File: src/sv/rgrt_pkg.sv
// shared types, constants and codes for the rectilinear grid ray traversal block
package rgrt_pkg;

    // default node capacity per axis
    localparam int C_MAX_POINTS = 16;

    // register reset value and field widths
    localparam logic [4:0] C_PTS_RESET = 5'd16;
    localparam int C_CELL_W  = 12;
    localparam int C_PARAM_W = 48;
    localparam int C_DIV_BITS = 33;

    // saturation limits, Q32.16
    localparam logic [47:0] C_PMAX   = 48'h7FFF_FFFF_FFFF;
    localparam logic [47:0] C_POSLIM = 48'h0100_0000_0000;

    // item modes
    localparam logic MODE_LOAD = 1'b0;
    localparam logic MODE_RAY  = 1'b1;

    // axis codes
    localparam logic [1:0] AXIS_X = 2'd0;
    localparam logic [1:0] AXIS_Y = 2'd1;
    localparam logic [1:0] AXIS_Z = 2'd2;
    localparam logic [1:0] AXIS_NONE = 2'd3;

    // configuration register indexes
    localparam logic [1:0] REG_POINTS_X = 2'd0;
    localparam logic [1:0] REG_POINTS_Y = 2'd1;
    localparam logic [1:0] REG_POINTS_Z = 2'd2;

    // sequencer states
    typedef enum logic [4:0] {
        ST_IDLE,
        ST_AX,
        ST_DIVW,
        ST_RD0,
        ST_RD1,
        ST_FWD,
        ST_AXW,
        ST_PICK,
        ST_SRCH_MUL,
        ST_SRCH_WAIT,
        ST_SRCH_X0,
        ST_SRCH_XH,
        ST_SRCH_LOOP,
        ST_SRCH_END,
        ST_SRCH_PM,
        ST_SRCH_PW,
        ST_RESEL,
        ST_MISS,
        ST_EMIT,
        ST_STEP_RD,
        ST_STEP_MUL,
        ST_STEP_W,
        ST_SWAP
    } t_state;

    // multiplier phases
    typedef enum logic [1:0] {
        PH_IDLE,
        PH_LO,
        PH_HI,
        PH_SAT
    } t_mul_ph;

    // multiplier request and response
    typedef struct packed {
        logic               start;
        logic signed [32:0] a;
        logic signed [47:0] b;
        logic               pos_lim;
    } t_mul_req;

    typedef struct packed {
        logic               done;
        logic               busy;
        logic signed [47:0] res;
    } t_mul_rsp;

    // reciprocal divider request and response
    typedef struct packed {
        logic        start;
        logic [31:0] m;
    } t_div_req;

    typedef struct packed {
        logic        done;
        logic        busy;
        logic [32:0] quo;
    } t_div_rsp;

endpackage

File: src/sv/rgrt_div.sv
// restoring divider for 2^32 / m, one quotient bit per cycle
module rgrt_div (
    input  logic                i_clk,
    input  logic                i_rst_n,
    input  rgrt_pkg::t_div_req  i_req,
    output rgrt_pkg::t_div_rsp  o_rsp
);
    import rgrt_pkg::*;

    logic        r_busy, n_busy;
    logic        r_done, n_done;
    logic [5:0]  r_cnt, n_cnt;
    logic [32:0] r_rem, n_rem;
    logic [32:0] r_quo, n_quo;
    logic [31:0] r_m, n_m;
    logic [32:0] shifted;
    logic        bit_in;

    // one quotient bit a cycle, dividend is a single one at bit 32
    always_comb begin
        n_busy = r_busy;
        n_done = 1'b0;
        n_cnt  = r_cnt;
        n_rem  = r_rem;
        n_quo  = r_quo;
        n_m    = r_m;
        bit_in  = (r_cnt == 6'(C_DIV_BITS - 1));
        shifted = {r_rem[31:0], bit_in};
        if (i_req.start && !r_busy) begin
            n_busy = 1'b1;
            n_cnt  = 6'(C_DIV_BITS - 1);
            n_rem  = '0;
            n_quo  = '0;
            n_m    = i_req.m;
        end else if (r_busy) begin
            if (shifted >= {1'b0, r_m}) begin
                n_rem = shifted - {1'b0, r_m};
                n_quo = {r_quo[31:0], 1'b1};
            end else begin
                n_rem = shifted;
                n_quo = {r_quo[31:0], 1'b0};
            end
            if (r_cnt == 6'd0) begin
                n_busy = 1'b0;
                n_done = 1'b1;
            end else begin
                n_cnt = r_cnt - 6'd1;
            end
        end
    end

    // control state
    always_ff @(posedge i_clk) begin
        if (!i_rst_n) begin
            r_busy <= 1'b0;
            r_done <= 1'b0;
        end else begin
            r_busy <= n_busy;
            r_done <= n_done;
        end
    end

    // datapath
    always_ff @(posedge i_clk) begin
        r_cnt <= n_cnt;
        r_rem <= n_rem;
        r_quo <= n_quo;
        r_m   <= n_m;
    end

    assign o_rsp.done = r_done;
    assign o_rsp.busy = r_busy;
    assign o_rsp.quo  = r_quo;

endmodule

File: config.mk
export PLATFORM = sky130hd
export DESIGN_NAME = rgrt_div
export DESIGN_NICKNAME = d
export VERILOG_FILES = /design/src/sv/rgrt_pkg.sv /design/src/sv/rgrt_div.sv
export SDC_FILE = /design/constraint.sdc
export NUM_CORES = 1
export LEC_CHECK = 0
export BUFFER_PORTS_ARGS = -buffer_cell sky130_fd_sc_hd__buf_2
export CORE_MARGIN = 10
export CORE_UTILIZATION = 50
export CTS_BUF_LIST = sky130_fd_sc_hd__clkbuf_4 sky130_fd_sc_hd__clkbuf_8
export CTS_CLUSTER_DIAMETER = 50
export DETAILED_ROUTE_END_ITERATION = 16
export PLACE_DENSITY_LB_ADDON = 0.12
export SYNTH_ARGS = -nofsm -noshare
export SYNTH_HDL_FRONTEND = slang
export SYNTH_SLANG_ARGS = --single-unit
export TNS_END_PERCENT = 1
File: constraint.sdc
create_clock -name i_clk -period 4.7 [get_ports i_clk]
set_clock_uncertainty 0.2 [all_clocks]
set_input_delay 0 -clock i_clk [delete_from_list [all_inputs] [get_ports i_clk]]
set_output_delay 0 -clock i_clk [all_outputs]
set_load 0.02 [all_outputs]
==> Word level (Yosys, flattened, before mapping) <==
Cells that the tools add are included.
{ "totals": {"register_bits": 105, "latchBits": 0, "mem_bits_rw": 0, "romBits": 0, "in_bits": 35, "out_inout_bits": 35, "word_cells": 24, "n_memories": 0} }
{ "classes": {"addsub": 2, "mul": 0, "n_div": 0, "order_cmp": 1, "eq_ne": 1, "shift": 0, "n_mux": 6, "bitwise": 3, "n_reduce_logical": 5} }
{ "ops": {"columns": ["operator", "n"], "rows": [
  ["$ge 33x32->1", 1],
  ["$mux 32", 1],
  ["$sub 32x32->32", 1],
  ["$eq 6x6->1 const B", 1],
  ["$logic_not 6->1", 1],
  ["$sub 6x1->6 const B", 1],
  ["$mux 1", 5],
  ["$not 1->1", 3],
  ["$reduce_or 3->1", 1],
  ["$reduce_and 2->1", 1],
  ["$logic_and 1x1->1", 1],
  ["$logic_not 1->1", 1]
]} }

==> Logic depth before layout (Yosys ltp) <==
{ "logic_depth": {"word_depth": 4, "mapped_depth": 15, "ltp_nobuf": 15} }

==> Worst setup path after synthesis <==
No wires, ideal clock.
{ "synth_timing": {"path_type": "reg2reg", "from": "register r_cnt[0]", "to": "register r_rem[30]", "arrival_ns": 2.980, "path_slack_ns": 1.399, "path_stages_with_launch": 16, "path_buffers": 0, "path_cell_list": "dfxtp_1 -> inv_1 -> ha_1 -> nand4b_1 -> ha_1 -> inv_1 -> fa_1 -> nand3_1 -> nand2_1 -> a31oi_2 -> o21ai_2 -> a211o_2 -> a311o_1 -> a221oi_2 -> xor2_1 -> o21ai_1"} }
{ "synth_between": {"elab_chain_cells": 3, "elab_cells_between_ends": 4, "cone_classes": "add/sub (1); order compare (1); eq/ne (1); mux (1)"} }
{ "synth_lines": {"columns": ["element", "line_no", "source"], "rows": [
  ["start, declared", "rgrt_div.sv:12", "logic [5:0] r_cnt, n_cnt;"],
  ["start signal, assigned", "rgrt_div.sv:65", "r_cnt <= n_cnt;"],
  ["$eq 6x6->1 (*)", "rgrt_div.sv:27", "bit_in = (r_cnt == 6'(C_DIV_BITS - 1));"],
  ["$sub 32x32->32 or $ge 33x32->1 (tied branches)", "rgrt_div.sv:37, rgrt_div.sv:36", null],
  ["$mux 32 (*)", "rgrt_div.sv:36", "if (shifted >= {1'b0, r_m}) begin"],
  ["end signal, assigned", "rgrt_div.sv:66", "r_rem <= n_rem;"],
  ["end, declared", "rgrt_div.sv:13", "logic [32:0] r_rem, n_rem;"]
]} }
Mark *: on every way between the ends. The rest lies on a longest branch, timed or not.
A chain may end at the register's enable or synchronous reset.

==> Worst setup path in the final report <==
{ "layout_timing": {"from": "register r_cnt[0]", "to": "register r_rem[8]"} }
The elaborated chain is that of the path after synthesis.

==> impl_metrics.tcl <==
set metrics [dict create \
    final_cell_area_um2 6640 \
    synth-seq-area-share_pct 42.6 \
    antenna_found_initial 0 \
    slew_headroom_pct 48.3 \
    initial_core_util_pct 51.8 \
    min_to "r_m[21]" \
    r2r_start "r_cnt[0]" \
    die_w_um 127 \
    core_area_um2 11000 \
    max_freq_mhz 260 \
    wl_per_cell_um 15.2 \
    io_buffers 69 \
    setup_violations 0 \
    route.detailed.drc 0 \
    clkTransAtPathRegs_ns 0.11 \
    cts_tree "done" \
    min_period_ns 3.84 \
    reg2reg_depth 14 \
    rows 38 \
    hold_start "i_req[21]" \
    arrival_ns 3.94 \
    post-dp-hpwl_mm 9.03 \
    regArea_um2 2430 \
    antenna_left 0 \
    syn_area_um2 5690 \
    clock_path_buffers 2 \
    status "finished, final reports clean" \
    ys_top_cells_by_area "dfxtp_1 26%, edfxtp_1 17%, ha_1 7.5%, mux2i_1 6.5%, nand2_1 4.7%" \
    power.leakage_nw 3.08 \
    synthFlopType "dfxtp_1" \
    syn_inst 616 \
    drive_above_1_share_pct 14.0 \
    cp_max_fo 16 \
    syn-num-nets 686 \
    n_antenna_cell 0 \
    avgSynthCellArea_um2 9.24 \
    dp_slack_ns 0.856 \
    synth-edff-count 32 \
    worstSetupPathType "flop to flop" \
    synth_cell_types 58 \
    grt_setup_unrepaired "false" \
    detail_route.vias_per_cell 5.38 \
    fillCellCount 980 \
    worst_pin_slew_ns 0.774 \
    multi_input_area_um2 2970 \
    worstPathRequired_ns 4.79 \
    slew_violations 0 \
    cts_num_sinks 105 \
    grt-ovfl-total 0 \
    totalWireLength_mm 12.9 \
    first_pass_iters 5 \
    cap_violations 0 \
    r2r_slack_ns 0.86 \
    finalHoldViolCount 0 \
    fp.dieH_um 127 \
    grt_pass1_wl_mm 22.1 \
    place.gp.congestion 0.866 \
    yosysWarnings 0 \
    period_share_pct 81.8 \
    cts_root_buf "clkbuf_8" \
    synth_top_area_cell "dfxtp_1" \
    vdd_drop_max_mv 0.262 \
    drtIter0Drc 319 \
    hold_ws_ns 0.105 \
    yosysTopAreaCellShare_pct 25.7 \
    fin_nets 773 \
    vias 4559 \
    cts_made_buffers 9 \
    holdPathStages 2 \
    postCtsSetupRepairBufs 0 \
    worst_slack_ns 0.856 \
    num_io_pins 70 \
    power.density_nw_per_um2 326 \
    hold_path.class "input port to flop" \
    die_area_um2 16000 \
    yosys_register_bits 105 \
    timing.rr.end "r_rem[8]" \
    grt_usage_pct 16.4 \
    clk_latency_ns 0.40 \
    end_kind "flop" \
    area_growth_pct 16.6 \
    async_reset_ff_share_pct 0 \
    start_kind "flop" \
    grt_start_max_net_pins 69 \
    cts_max_level 3 \
    placed_cell_area_um2 6120 \
    first_global_vias 4699 \
    setup-tns-final_ns 0 \
]
## critical path, stage by stage (launching register included)
cell and delay (ns):
dfxtp_1 0.39, inv_1 0.08, ha_1 0.21, nand4b_1 0.11, ha_1 0.18, nor2b_1 0.06, o21bai_1 0.22, a311o_1 0.20
nand3_1 0.14, o21ai_1 0.33, o21a_1 0.22, a21o_1 0.56, buf_4 0.32, mux2_1 0.34, a21o_1 0.18
## layer usage
metal | vias up | part of all wire (%) | GRT usage [%]
li1 | 2332 | - | -
met1 | 2117 | 46 | 20.0
met2 | 97 | 46 | 26.7
met3 | 13 | 6.4 | 5.75
met4 | 0 | 1.4 | 4.89
met5 | - | 0 | 0
## synth_stat cells, drive strengths merged (3+ instances only)
master   n
a21o    22
a21oi   33
o21ai   49
nand2   71
nand4    6
xnor2   14
nor3b    9
nand3   10
o211ai   3
and3     6
buf      7
inv     43
xor2    18
mux2i   37
nand2b  36
nor3    10
dfxtp   73
o21bai   8
nor2    17
edfxtp  32
ha      34
clkbuf  25
nor4     3
a31oi   11
## final cells by class
class | instances | share of cell area (%)
multi-input combinational | 436 | 44.8
sequential | 105 | 36.6
timing repair buffer | 108 | 10.9
inverter | 43 | 2.43
tap | 140 | 2.64
clock buffer | 9 | 1.87
clock inverter | 7 | 0.773
## worst max path at each step
stage	endpoint	slack [ns]	depth (start not counted)	start
6_report	r_rem[8]	0.86	14	r_cnt[0]
3_5_place_dp	r_rem[8]	0.86	14	r_cnt[0]
5_1_grt	r_rem[8]	0.54	14	r_cnt[0]
4_1_cts	r_rem[8]	0.82	14	r_cnt[0]
3_3_place_gp	r_rem[8]	1.09	14	r_cnt[0]
2_1_floorplan	r_rem[30]	1.40	15	r_cnt[0]
## state kept, by name (all words and copies together), names as in the netlist
register,flops
r_busy,1
r_quo,33
r_m,32
r_cnt,6
r_done,1
r_rem,32
## stage by stage
step | cells | utilization [%] | power [mW]
floorplan | 616 | - | 1.51
detailed placement | 798 | 55.7 | 1.63
CTS | 848 | 60.4 | 2.18
finish | 848 | 60.4 | 2.17
global placement | 798 | 55.7 | 1.61
global route | 848 | 60.4 | 2.30
## placed cells by master, fill, tap and decap left out, types with 3 or more instances in the layout
cell type / netlist / layout
buf_4: 2 / 5
clkbuf_8: 0 / 9
xor2_1: 18 / 18
o211ai_1: 3 / 3
buf_2: 4 / 69
ha_1: 34 / 34
nor3b_1: 9 / 9
nand2_1: 71 / 71
nand3_1: 10 / 10
nor2_1: 17 / 17
xnor2_1: 14 / 14
nand4_1: 6 / 6
a21oi_1: 33 / 33
nor3_1: 10 / 10
inv_6: 0 / 3
mux2i_1: 37 / 37
dlygate4sd3_1: 0 / 34
o21bai_1: 8 / 8
and3_1: 5 / 5
nor4_1: 3 / 3
o21ai_1: 3 / 3
dfxtp_1: 73 / 72
inv_1: 43 / 43
a31oi_1: 10 / 10
nand2b_1: 36 / 36
o21ai_0: 45 / 45
edfxtp_1: 32 / 32
a21o_1: 22 / 22
## what timing repair did
| action | CTS | global route |
|---|---|---|
| hold endpoints to repair | 54 | 0 |
| gates resized for setup | 0 | 0 |
| hold buffers | 34 | 0 |
## report_power, final
group	internal [mW]	switching [mW]	total, mW
clock network	0.199	0.335	0.533
registers	1.01	0.0667	1.08
logic	0.255	0.301	0.556
total	1.46	0.703	2.17
## cell families after synthesis
kind of cell | synth area share (%)
buffers and inverters | 5.17
and+or+nand+nor | 16.4
AOI/OAI and AO/OA | 16.2
adders and majority gates | 7.83
DFF | 42.6
muxes | 6.90
xor gates and xnor gates | 4.93
(Power assumes the default switching activity.)
