`config.mk`:
```
export PLATFORM = sky130hd
export DESIGN_NAME = rgrt_mul
export DESIGN_NICKNAME = d
export VERILOG_FILES = /design/src/sv/rgrt_pkg.sv /design/src/sv/rgrt_mul.sv
export SDC_FILE = /design/constraint.sdc
export NUM_CORES = 2
export LEC_CHECK = 0
export BUFFER_PORTS_ARGS = -buffer_cell sky130_fd_sc_hd__clkbuf_2
export CORE_MARGIN = 2
export CORE_UTILIZATION = 55
export CTS_CLUSTER_SIZE = 20
export DETAILED_ROUTE_END_ITERATION = 16
export GPL_TIMING_DRIVEN = 0
export PLACE_DENSITY = 0.74
export SYNTH_ARGS = -nofsm -noshare
export SYNTH_HDL_FRONTEND = slang
export SYNTH_SLANG_ARGS = --single-unit
```
`constraint.sdc`:
```
create_clock -name i_clk -period 9.85 [get_ports i_clk]
set_input_delay 1.97 -clock i_clk [delete_from_list [all_inputs] [get_ports i_clk]]
set_output_delay 1.97 -clock i_clk [all_outputs]
set_load 0.01 [all_outputs]
```
`src/sv/rgrt_pkg.sv`:
```
// shared types, constants and codes for the rectilinear grid ray traversal block
package rgrt_pkg;

    // default node capacity per axis
    localparam int C_MAX_POINTS = 16;

    // register reset value and field widths
    localparam logic [4:0] C_PTS_RESET = 5'd16;
    localparam int C_CELL_W  = 12;
    localparam int C_PARAM_W = 48;
    localparam int C_DIV_BITS = 33;

    // saturation limits, Q32.16
    localparam logic [47:0] C_PMAX   = 48'h7FFF_FFFF_FFFF;
    localparam logic [47:0] C_POSLIM = 48'h0100_0000_0000;

    // item modes
    localparam logic MODE_LOAD = 1'b0;
    localparam logic MODE_RAY  = 1'b1;

    // axis codes
    localparam logic [1:0] AXIS_X = 2'd0;
    localparam logic [1:0] AXIS_Y = 2'd1;
    localparam logic [1:0] AXIS_Z = 2'd2;
    localparam logic [1:0] AXIS_NONE = 2'd3;

    // configuration register indexes
    localparam logic [1:0] REG_POINTS_X = 2'd0;
    localparam logic [1:0] REG_POINTS_Y = 2'd1;
    localparam logic [1:0] REG_POINTS_Z = 2'd2;

    // sequencer states
    typedef enum logic [4:0] {
        ST_IDLE,
        ST_AX,
        ST_DIVW,
        ST_RD0,
        ST_RD1,
        ST_FWD,
        ST_AXW,
        ST_PICK,
        ST_SRCH_MUL,
        ST_SRCH_WAIT,
        ST_SRCH_X0,
        ST_SRCH_XH,
        ST_SRCH_LOOP,
        ST_SRCH_END,
        ST_SRCH_PM,
        ST_SRCH_PW,
        ST_RESEL,
        ST_MISS,
        ST_EMIT,
        ST_STEP_RD,
        ST_STEP_MUL,
        ST_STEP_W,
        ST_SWAP
    } t_state;

    // multiplier phases
    typedef enum logic [1:0] {
        PH_IDLE,
        PH_LO,
        PH_HI,
        PH_SAT
    } t_mul_ph;

    // multiplier request and response
    typedef struct packed {
        logic               start;
        logic signed [32:0] a;
        logic signed [47:0] b;
        logic               pos_lim;
    } t_mul_req;

    typedef struct packed {
        logic               done;
        logic               busy;
        logic signed [47:0] res;
    } t_mul_rsp;

    // reciprocal divider request and response
    typedef struct packed {
        logic        start;
        logic [31:0] m;
    } t_div_req;

    typedef struct packed {
        logic        done;
        logic        busy;
        logic [32:0] quo;
    } t_div_rsp;

endpackage

```
`src/sv/rgrt_mul.sv`:
```
// saturating Q16 product, 32x32 multiplier used over two partial products
module rgrt_mul (
    input  logic                i_clk,
    input  logic                i_rst_n,
    input  rgrt_pkg::t_mul_req  i_req,
    output rgrt_pkg::t_mul_rsp  o_rsp
);
    import rgrt_pkg::*;

    t_mul_ph            r_ph, n_ph;
    logic               r_done, n_done;
    logic [31:0]        r_ma, n_ma;
    logic [46:0]        r_mb, n_mb;
    logic               r_neg, n_neg;
    logic               r_pos, n_pos;
    logic [63:0]        r_acc, n_acc;
    logic signed [47:0] r_res, n_res;
    logic [32:0]        a_mag;
    logic [47:0]        b_mag;
    logic [31:0]        op_b;
    logic [63:0]        prod;
    logic [63:0]        lim;
    logic [63:0]        sat;

    // shared multiplier and phase sequence
    always_comb begin
        n_ph   = r_ph;
        n_done = 1'b0;
        n_ma   = r_ma;
        n_mb   = r_mb;
        n_neg  = r_neg;
        n_pos  = r_pos;
        n_acc  = r_acc;
        n_res  = r_res;
        a_mag  = i_req.a[32] ? 33'(-i_req.a) : i_req.a;
        b_mag  = i_req.b[47] ? 48'(-i_req.b) : i_req.b;
        op_b   = (r_ph == PH_LO) ? r_mb[31:0] : {17'd0, r_mb[46:32]};
        prod   = r_ma * op_b;
        lim    = r_pos ? {16'd0, C_POSLIM} : {16'd0, C_PMAX};
        sat    = (r_acc > lim) ? lim : r_acc;
        case (r_ph)
            PH_IDLE: begin
                if (i_req.start) begin
                    n_ma  = a_mag[31:0];
                    n_mb  = b_mag[46:0];
                    n_neg = i_req.a[32] ^ i_req.b[47];
                    n_pos = i_req.pos_lim;
                    n_ph  = PH_LO;
                end
            end
            PH_LO: begin
                n_acc = {16'd0, prod[63:16]};
                n_ph  = PH_HI;
            end
            PH_HI: begin
                n_acc = r_acc + {prod[47:0], 16'd0};
                n_ph  = PH_SAT;
            end
            PH_SAT: begin
                n_res  = r_neg ? 48'(-sat[47:0]) : sat[47:0];
                n_done = 1'b1;
                n_ph   = PH_IDLE;
            end
            default: begin
                n_ph = PH_IDLE;
            end
        endcase
    end

    // control state
    always_ff @(posedge i_clk) begin
        if (!i_rst_n) begin
            r_ph   <= PH_IDLE;
            r_done <= 1'b0;
        end else begin
            r_ph   <= n_ph;
            r_done <= n_done;
        end
    end

    // datapath
    always_ff @(posedge i_clk) begin
        r_ma  <= n_ma;
        r_mb  <= n_mb;
        r_neg <= n_neg;
        r_pos <= n_pos;
        r_acc <= n_acc;
        r_res <= n_res;
    end

    assign o_rsp.done = r_done;
    assign o_rsp.busy = (r_ph != PH_IDLE);
    assign o_rsp.res  = r_res;

endmodule

```
Yosys cells after proc, flatten, opt, wreduce, memory -nomap -nowiden
Index checks and enable logic that the tools add are counted.

operators by class
  $mul = 1
  reduce and logical (&&, ||, !) cells = 4
  muxes and demuxes = 10
  magnitude comparators = 1
  $add $sub $neg = 4
  equal/unequal tests = 4
  bitwise operators = 1

operators with widths
  kind                count
  $pmux 64 s2         1
  $mux 48             2
  $mux 47             2
  $add 64x64->64      1
  $gt 64x47->1        1
  $mul 32x32->64      1
  $mux 32             2
  $neg 48->48         1
  $neg 47->47         1
  $neg 32->32         1
  $pmux 2 s4          1
  $eq 2x2->1 const B  2
  $reduce_bool 2->1   2
  $eq 2x1->1 const B  1
  $logic_not 2->1     1
  $mux 2              1
  $ne 2x2->1 const B  1
  $reduce_and 2->1    1
  $mux 1              1
  $xor 1x1->1         1

word-level totals
  input bits = 85
  bits in registers = 196

Longest topological paths before layout
  word-level depth = 5
  gate-level depth with buffers = 44
  mapped depth without buffers = 40

Worst setup path after synthesis
Ideal clock, no wire load.

  kind = register -> register
  start point = register r_ph[1]
  end point = register r_acc[63], data pin
  required time = 9.584 ns
  period minus slack after synthesis = 10.391 ns
  cell stages (with the launch flop) = 43
  path slack = -0.541 ns
  arrival time = 10.125 ns
  cell sequence = dfxtp_1 inv_1 ha_1 clkbuf_1 buf_1 mux2_2 clkbuf_1 and2_1 fa_1 inv_1 fa_1 fa_1 fa_1 inv_1 fa_1 inv_1 fa_1 inv_1 (+7 left out) a21boi_0 o22ai_1 o21bai_1 a21oi_1 xnor2_1 ha_1 clkbuf_1 inv_1 o21bai_1 a21oi_1 o41ai_1 nand3b_1 o2111ai_1 a21oi_1 a211oi_1 o21ai_0 xnor2_1 nor2_1

between the ends
  cells in the longest elaborated chain, start to end = 5
  elaborated cells on any way between the ends = 6
  classes of those cells = 1 x add/sub; 1 x mul; 2 x eq/ne; 2 x mux

ends and longest elaborated chain
  what                    line                            source
  start, declared         rgrt_mul.sv:10                  t_mul_ph r_ph, n_ph;
  start signal, assigned  rgrt_mul.sv:76                  r_ph <= n_ph;
  $eq 2x1->1              rgrt_mul.sv:37, rgrt_mul.sv:41
  $mux 32                 rgrt_mul.sv:37                  op_b = (r_ph == PH_LO) ? r_mb[31:0] : {17'd0, r_mb[46:32]};
  $mul 32x32->64          rgrt_mul.sv:38                  prod = r_ma * op_b;
  $add 64x64->64          rgrt_mul.sv:56                  n_acc = r_acc + {prod[47:0], 16'd0};
  $pmux 64 s2 (*)         rgrt_mul.sv:41                  case (r_ph)
  end signal, assigned    rgrt_mul.sv:87                  r_acc <= n_acc;
  end, declared           rgrt_mul.sv:16                  logic [63:0] r_acc, n_acc;

Every way passes the cells marked *; elsewhere a longest branch is shown, timed or not.
A chain may end at the register's enable or synchronous reset.

Worst setup path after layout
  start point = register r_ph[1]
  end point = register r_acc[56], data pin

The elaborated chain is that of the path after synthesis.

==> report_table.html <==
<table>
<tr><th>Metric</th><th>Value</th></tr>
<tr><th colspan="2">Layout</th></tr>
<tr><td>Leading cell type in the layout, fill and taps excluded</td><td>sky130_fd_sc_hd__fa_1</td></tr>
<tr><td>Final Util</td><td>61.91%</td></tr>
<tr><td>Number of fillers in the final layout</td><td>6,950</td></tr>
<tr><td>Layout cells sized above 1</td><td>11.23%</td></tr>
<tr><td>Top library cells by usage in the layout, fill and taps aside</td><td>870 x sky130_fd_sc_hd__fa_1, 869 x sky130_fd_sc_hd__inv_1, 694 x sky130_fd_sc_hd__nand2_1, 321 x sky130_fd_sc_hd__ha_1, 301 x sky130_fd_sc_hd__and2_1</td></tr>
<tr><td>Nets</td><td>6,541</td></tr>
<tr><td>Area growth from synthesis to final layout</td><td>11.70%</td></tr>
<tr><th colspan="2">Worst hold path</th></tr>
<tr><td>Min-Delay Path Depth</td><td>1</td></tr>
<tr><td>Worst Hold Class</td><td>reg2reg</td></tr>
<tr><td>Worst hold endpoint</td><td>r_ph[0]</td></tr>
<tr><td>Hold wc startpoint</td><td>r_ph[0]</td></tr>
<tr><th colspan="2">Timing</th></tr>
<tr><td>Final hold violation count</td><td>0</td></tr>
<tr><td>Total Negative Setup Slacks</td><td>-0.1910 ns</td></tr>
<tr><td>Min setup slack post-route</td><td>-0.07783 ns</td></tr>
<tr><td>Max Clk Rate</td><td>100.7 MHz</td></tr>
<tr><td>Max-slew violations</td><td>0</td></tr>
<tr><td>Worst clock skew on the final layout</td><td>0.01926 ns</td></tr>
<tr><td>Number of setup violations in the final report</td><td>3</td></tr>
<tr><td>Tightest Pin Transition</td><td>1.196 ns</td></tr>
<tr><td>Setup repair after global routing missed its margin</td><td>true</td></tr>
<tr><td>Crit share post-route</td><td>100.8%</td></tr>
<tr><td>Final-layout worst hold slack</td><td>0.5632 ns</td></tr>
<tr><td>Final period demand of the worst path</td><td>9.928 ns</td></tr>
<tr><td>Slew margin rel.</td><td>20.24%</td></tr>
<tr><th colspan="2">Drt</th></tr>
<tr><td>Via density</td><td>6.115</td></tr>
<tr><td>Total via count in the routed design</td><td>38,540</td></tr>
<tr><td>Total Routed Length</td><td>160,800 um</td></tr>
<tr><td>Average wire per standard cell</td><td>25.52 um</td></tr>
<tr><td>Drt initial violations</td><td>4,147</td></tr>
<tr><td>Post-route ant nets</td><td>0</td></tr>
<tr><td>First-pass DRT Iterations</td><td>12</td></tr>
<tr><td>Post-route DRC violation count</td><td>0</td></tr>
<tr><th colspan="2">Synth</th></tr>
<tr><td>Post-synthesis cell type count</td><td>73</td></tr>
<tr><td>Post-synthesis average cell area</td><td>9.298 sq um</td></tr>
<tr><td>Part of the Yosys area used for sequential elements</td><td>12.66%</td></tr>
<tr><td>Number of synthesized flops with an enable pin</td><td>193</td></tr>
<tr><td>Post-Synthesis Cells</td><td>4,973</td></tr>
<tr><td>Number of synthesized register bits</td><td>196</td></tr>
<tr><td>Ys Warns</td><td>0</td></tr>
<tr><td>Predominant post-synthesis flop cell</td><td>sky130_fd_sc_hd__edfxtp_1</td></tr>
<tr><td>Post-Syn Nets</td><td>6,319</td></tr>
<tr><td>Fraction of synthesis flops using an asynchronous set or reset pin</td><td>0%</td></tr>
<tr><td>Post-Synthesis Cell Area</td><td>46,240 sq um</td></tr>
<tr><th colspan="2">Setup path</th></tr>
<tr><td>Critical path peak fanout</td><td>6</td></tr>
<tr><td>Number of buffers and inverters on the critical path</td><td>9</td></tr>
<tr><td>Data required time of the worst path</td><td>10.13 ns</td></tr>
<tr><td>Number of cells on the worst reg-to-reg path</td><td>39</td></tr>
<tr><td>Launching element type of the critical path</td><td>register</td></tr>
<tr><td>Register-to-register setup slack</td><td>-0.08 ns</td></tr>
<tr><td>Top Family by Delay on Critical Path</td><td>adder cells</td></tr>
<tr><td>Most Frequent Cell on Critical Path</td><td>sky130_fd_sc_hd__fa_1</td></tr>
<tr><td>Setup Crit Path Kind</td><td>reg2reg</td></tr>
<tr><td>Start of the worst register-to-register path</td><td>r_ph[1]</td></tr>
<tr><td>Master of the slowest instance on the critical path</td><td>sky130_fd_sc_hd__fa_2</td></tr>
<tr><td>Data arrival at the endpoint of the critical path</td><td>10.21 ns</td></tr>
<tr><td>Capturing element type of the critical path</td><td>register</td></tr>
<tr><td>Reg2Reg Capture Point</td><td>r_acc[56]</td></tr>
<tr><td>Delay of the slowest cell on the worst path</td><td>0.56 ns</td></tr>
<tr><th colspan="2">Place</th></tr>
<tr><td>Half-perimeter wire length of the detailed placement result</td><td>130,800 um</td></tr>
<tr><td>I/O Buffers</td><td>134</td></tr>
<tr><td>Pre-CTS setup slack</td><td>-2.277 ns</td></tr>
<tr><td>Global placer's final weighted congestion</td><td>1.057</td></tr>
<tr><th colspan="2">Clocking</th></tr>
<tr><td>Clock-pin slew reported for the worst setup and hold paths after clock tree synthesis</td><td>0.09 ns</td></tr>
<tr><td>CTS root buf</td><td>sky130_fd_sc_hd__clkbuf_16</td></tr>
<tr><td>Worst-Skew Late Latency</td><td>0.55 ns</td></tr>
<tr><td>Number of buffers created by CTS</td><td>17</td></tr>
<tr><td>H-tree levels</td><td>4</td></tr>
<tr><td>Clock tree sinks</td><td>196</td></tr>
<tr><td>Maximum root-to-sink buffer count</td><td>2</td></tr>
<tr><td>CTS tree</td><td>built</td></tr>
<tr><th colspan="2">Die</th></tr>
<tr><td>Row cnt</td><td>106</td></tr>
<tr><td>Die area</td><td>86,410 sq um</td></tr>
<tr><td>Initial core utilization</td><td>55.43%</td></tr>
<tr><td>Core box area</td><td>83,420 sq um</td></tr>
<tr><td>Number of placed I/O pins</td><td>135</td></tr>
<tr><td>Die X</td><td>294.0 um</td></tr>
<tr><td>Vert. Die Dim</td><td>294.0 um</td></tr>
<tr><th colspan="2">GRT</th></tr>
<tr><td>Global-route wire length before repair</td><td>235,800 um</td></tr>
<tr><td>Total routing usage reported by global routing</td><td>37.52%</td></tr>
<tr><td>Via count of the first global-routing pass</td><td>38,190</td></tr>
<tr><td>Largest net degree at the start of global routing</td><td>70</td></tr>
<tr><td>Total gr overflow</td><td>0</td></tr>
<tr><td>Antenna violations before repair</td><td>16</td></tr>
<tr><th colspan="2">Run status</th></tr>
<tr><td>Result of the run</td><td>finished, violations left</td></tr>
<tr><td>Failing checks</td><td>setup timing</td></tr>
<tr><th colspan="2">Flow run</th></tr>
<tr><td>Max-cap violations</td><td>0</td></tr>
</table>
-- Yosys cell counts (97+ instances only) --
master | n | area, sq um
sky130_fd_sc_hd__and3_1 | 226 | 1414
sky130_fd_sc_hd__edfxtp_1 | 193 | 5796
sky130_fd_sc_hd__inv_1 | 879 | 3299
sky130_fd_sc_hd__ha_1 | 364 | 4554
sky130_fd_sc_hd__nand2_1 | 700 | 2628
sky130_fd_sc_hd__a21oi_1 | 144 | 720.7
sky130_fd_sc_hd__and2_1 | 314 | 1964
sky130_fd_sc_hd__fa_1 | 897 | 17960
sky130_fd_sc_hd__o21ai_0 | 140 | 700.7
sky130_fd_sc_hd__clkbuf_1 | 277 | 1040
sky130_fd_sc_hd__nor2_1 | 97 | 364.1
sky130_fd_sc_hd__xnor2_1 | 144 | 1261
-- worst register-to-register path, delay by kind of cell, from the launching register on --
kind            cells  cell delay (ns)
buf+inv             9             0.83
flops               1             0.34
fa+ha+maj          11             4.27
mux                 1             0.40
simple gates        3             0.29
xor+xnor            1             0.33
compound gates     14             3.17
-- state kept, by name, summed over array words and instances (netlist names) --
name and count:
r_acc 64, r_mb 47, r_ph 2, r_done 1, r_neg 1, r_pos 1
r_ma 32, r_res 48
-- area by class of cell --
type | count | area [sq um] | share of cell area (%)
tap | 1080 | 1351 | 2.616
sequential | 196 | 5858 | 11.34
antenna | 14 | 35.03 | 0.06783
clock inverter | 15 | 225.2 | 0.4360
clock buffer | 17 | 425.4 | 0.8236
buffer | 255 | 1292 | 2.502
timing repair buffer | 232 | 1693 | 3.278
multi-input combinational | 3612 | 37460 | 72.53
inverter | 881 | 3307 | 6.403
-- what timing repair did --
item                                    CTS  global route
buffers inserted                         34            57
resized for setup                       268           255
endpoints found under the setup margin   44            24
hold buffers                              0             0
pin swaps                                48           101
cloned                                    2             4
-- worst max-delay path by stage --
| stage | from | to | slack, ns | cells after the start |
|---|---|---|---|---|
| 3_3_place_gp | r_ph[1] | r_acc[63] | -2.18 | 42 |
| 3_5_place_dp | r_ph[1] | r_acc[63] | -2.28 | 36 |
| 6_report | r_ph[1] | r_acc[56] | -0.08 | 39 |
| 5_1_grt | r_ph[1] | r_acc[61] | -0.31 | 40 |
| 2_1_floorplan | r_ph[1] | r_acc[63] | 0.05 | 42 |
| 4_1_cts | r_ph[1] | r_acc[51] | -0.05 | 37 |
-- kinds of logic after synthesis --
| logic type | share of synthesized area [%] |
|---|---|
| AND/OR/NAND/NOR | 16.62 |
| adder cells (fa/ha/maj) | 48.68 |
| buffers and inverters | 9.465 |
| AO/OA/AOI/OAI | 7.839 |
| XOR/XNOR | 4.129 |
| flip-flops | 12.66 |
| multiplexers | 0.5953 |
-- layer usage --
metal | vias to the layer above | wire length [um] | track usage (%)
met1 | 19290 | 59680 | 49.79
met3 | 569 | 19860 | 10.23
li1 | 16170 | - | -
met4 | 6 | 11720 | 22.92
met5 | - | 35 | 0
met2 | 2495 | 69560 | 54.91
-- through the flow --
step | std cells | area (sq um)
global route | 6288 | 51610
finish | 6302 | 51650
floorplan | 4973 | 46260
CTS | 6244 | 50260
detailed placement | 6191 | 48390
global placement | 6187 | 48280
Power is left out: the tool's default activity adds up to more than one toggle a clock period on the data nets, which glitch-free logic cannot reach.
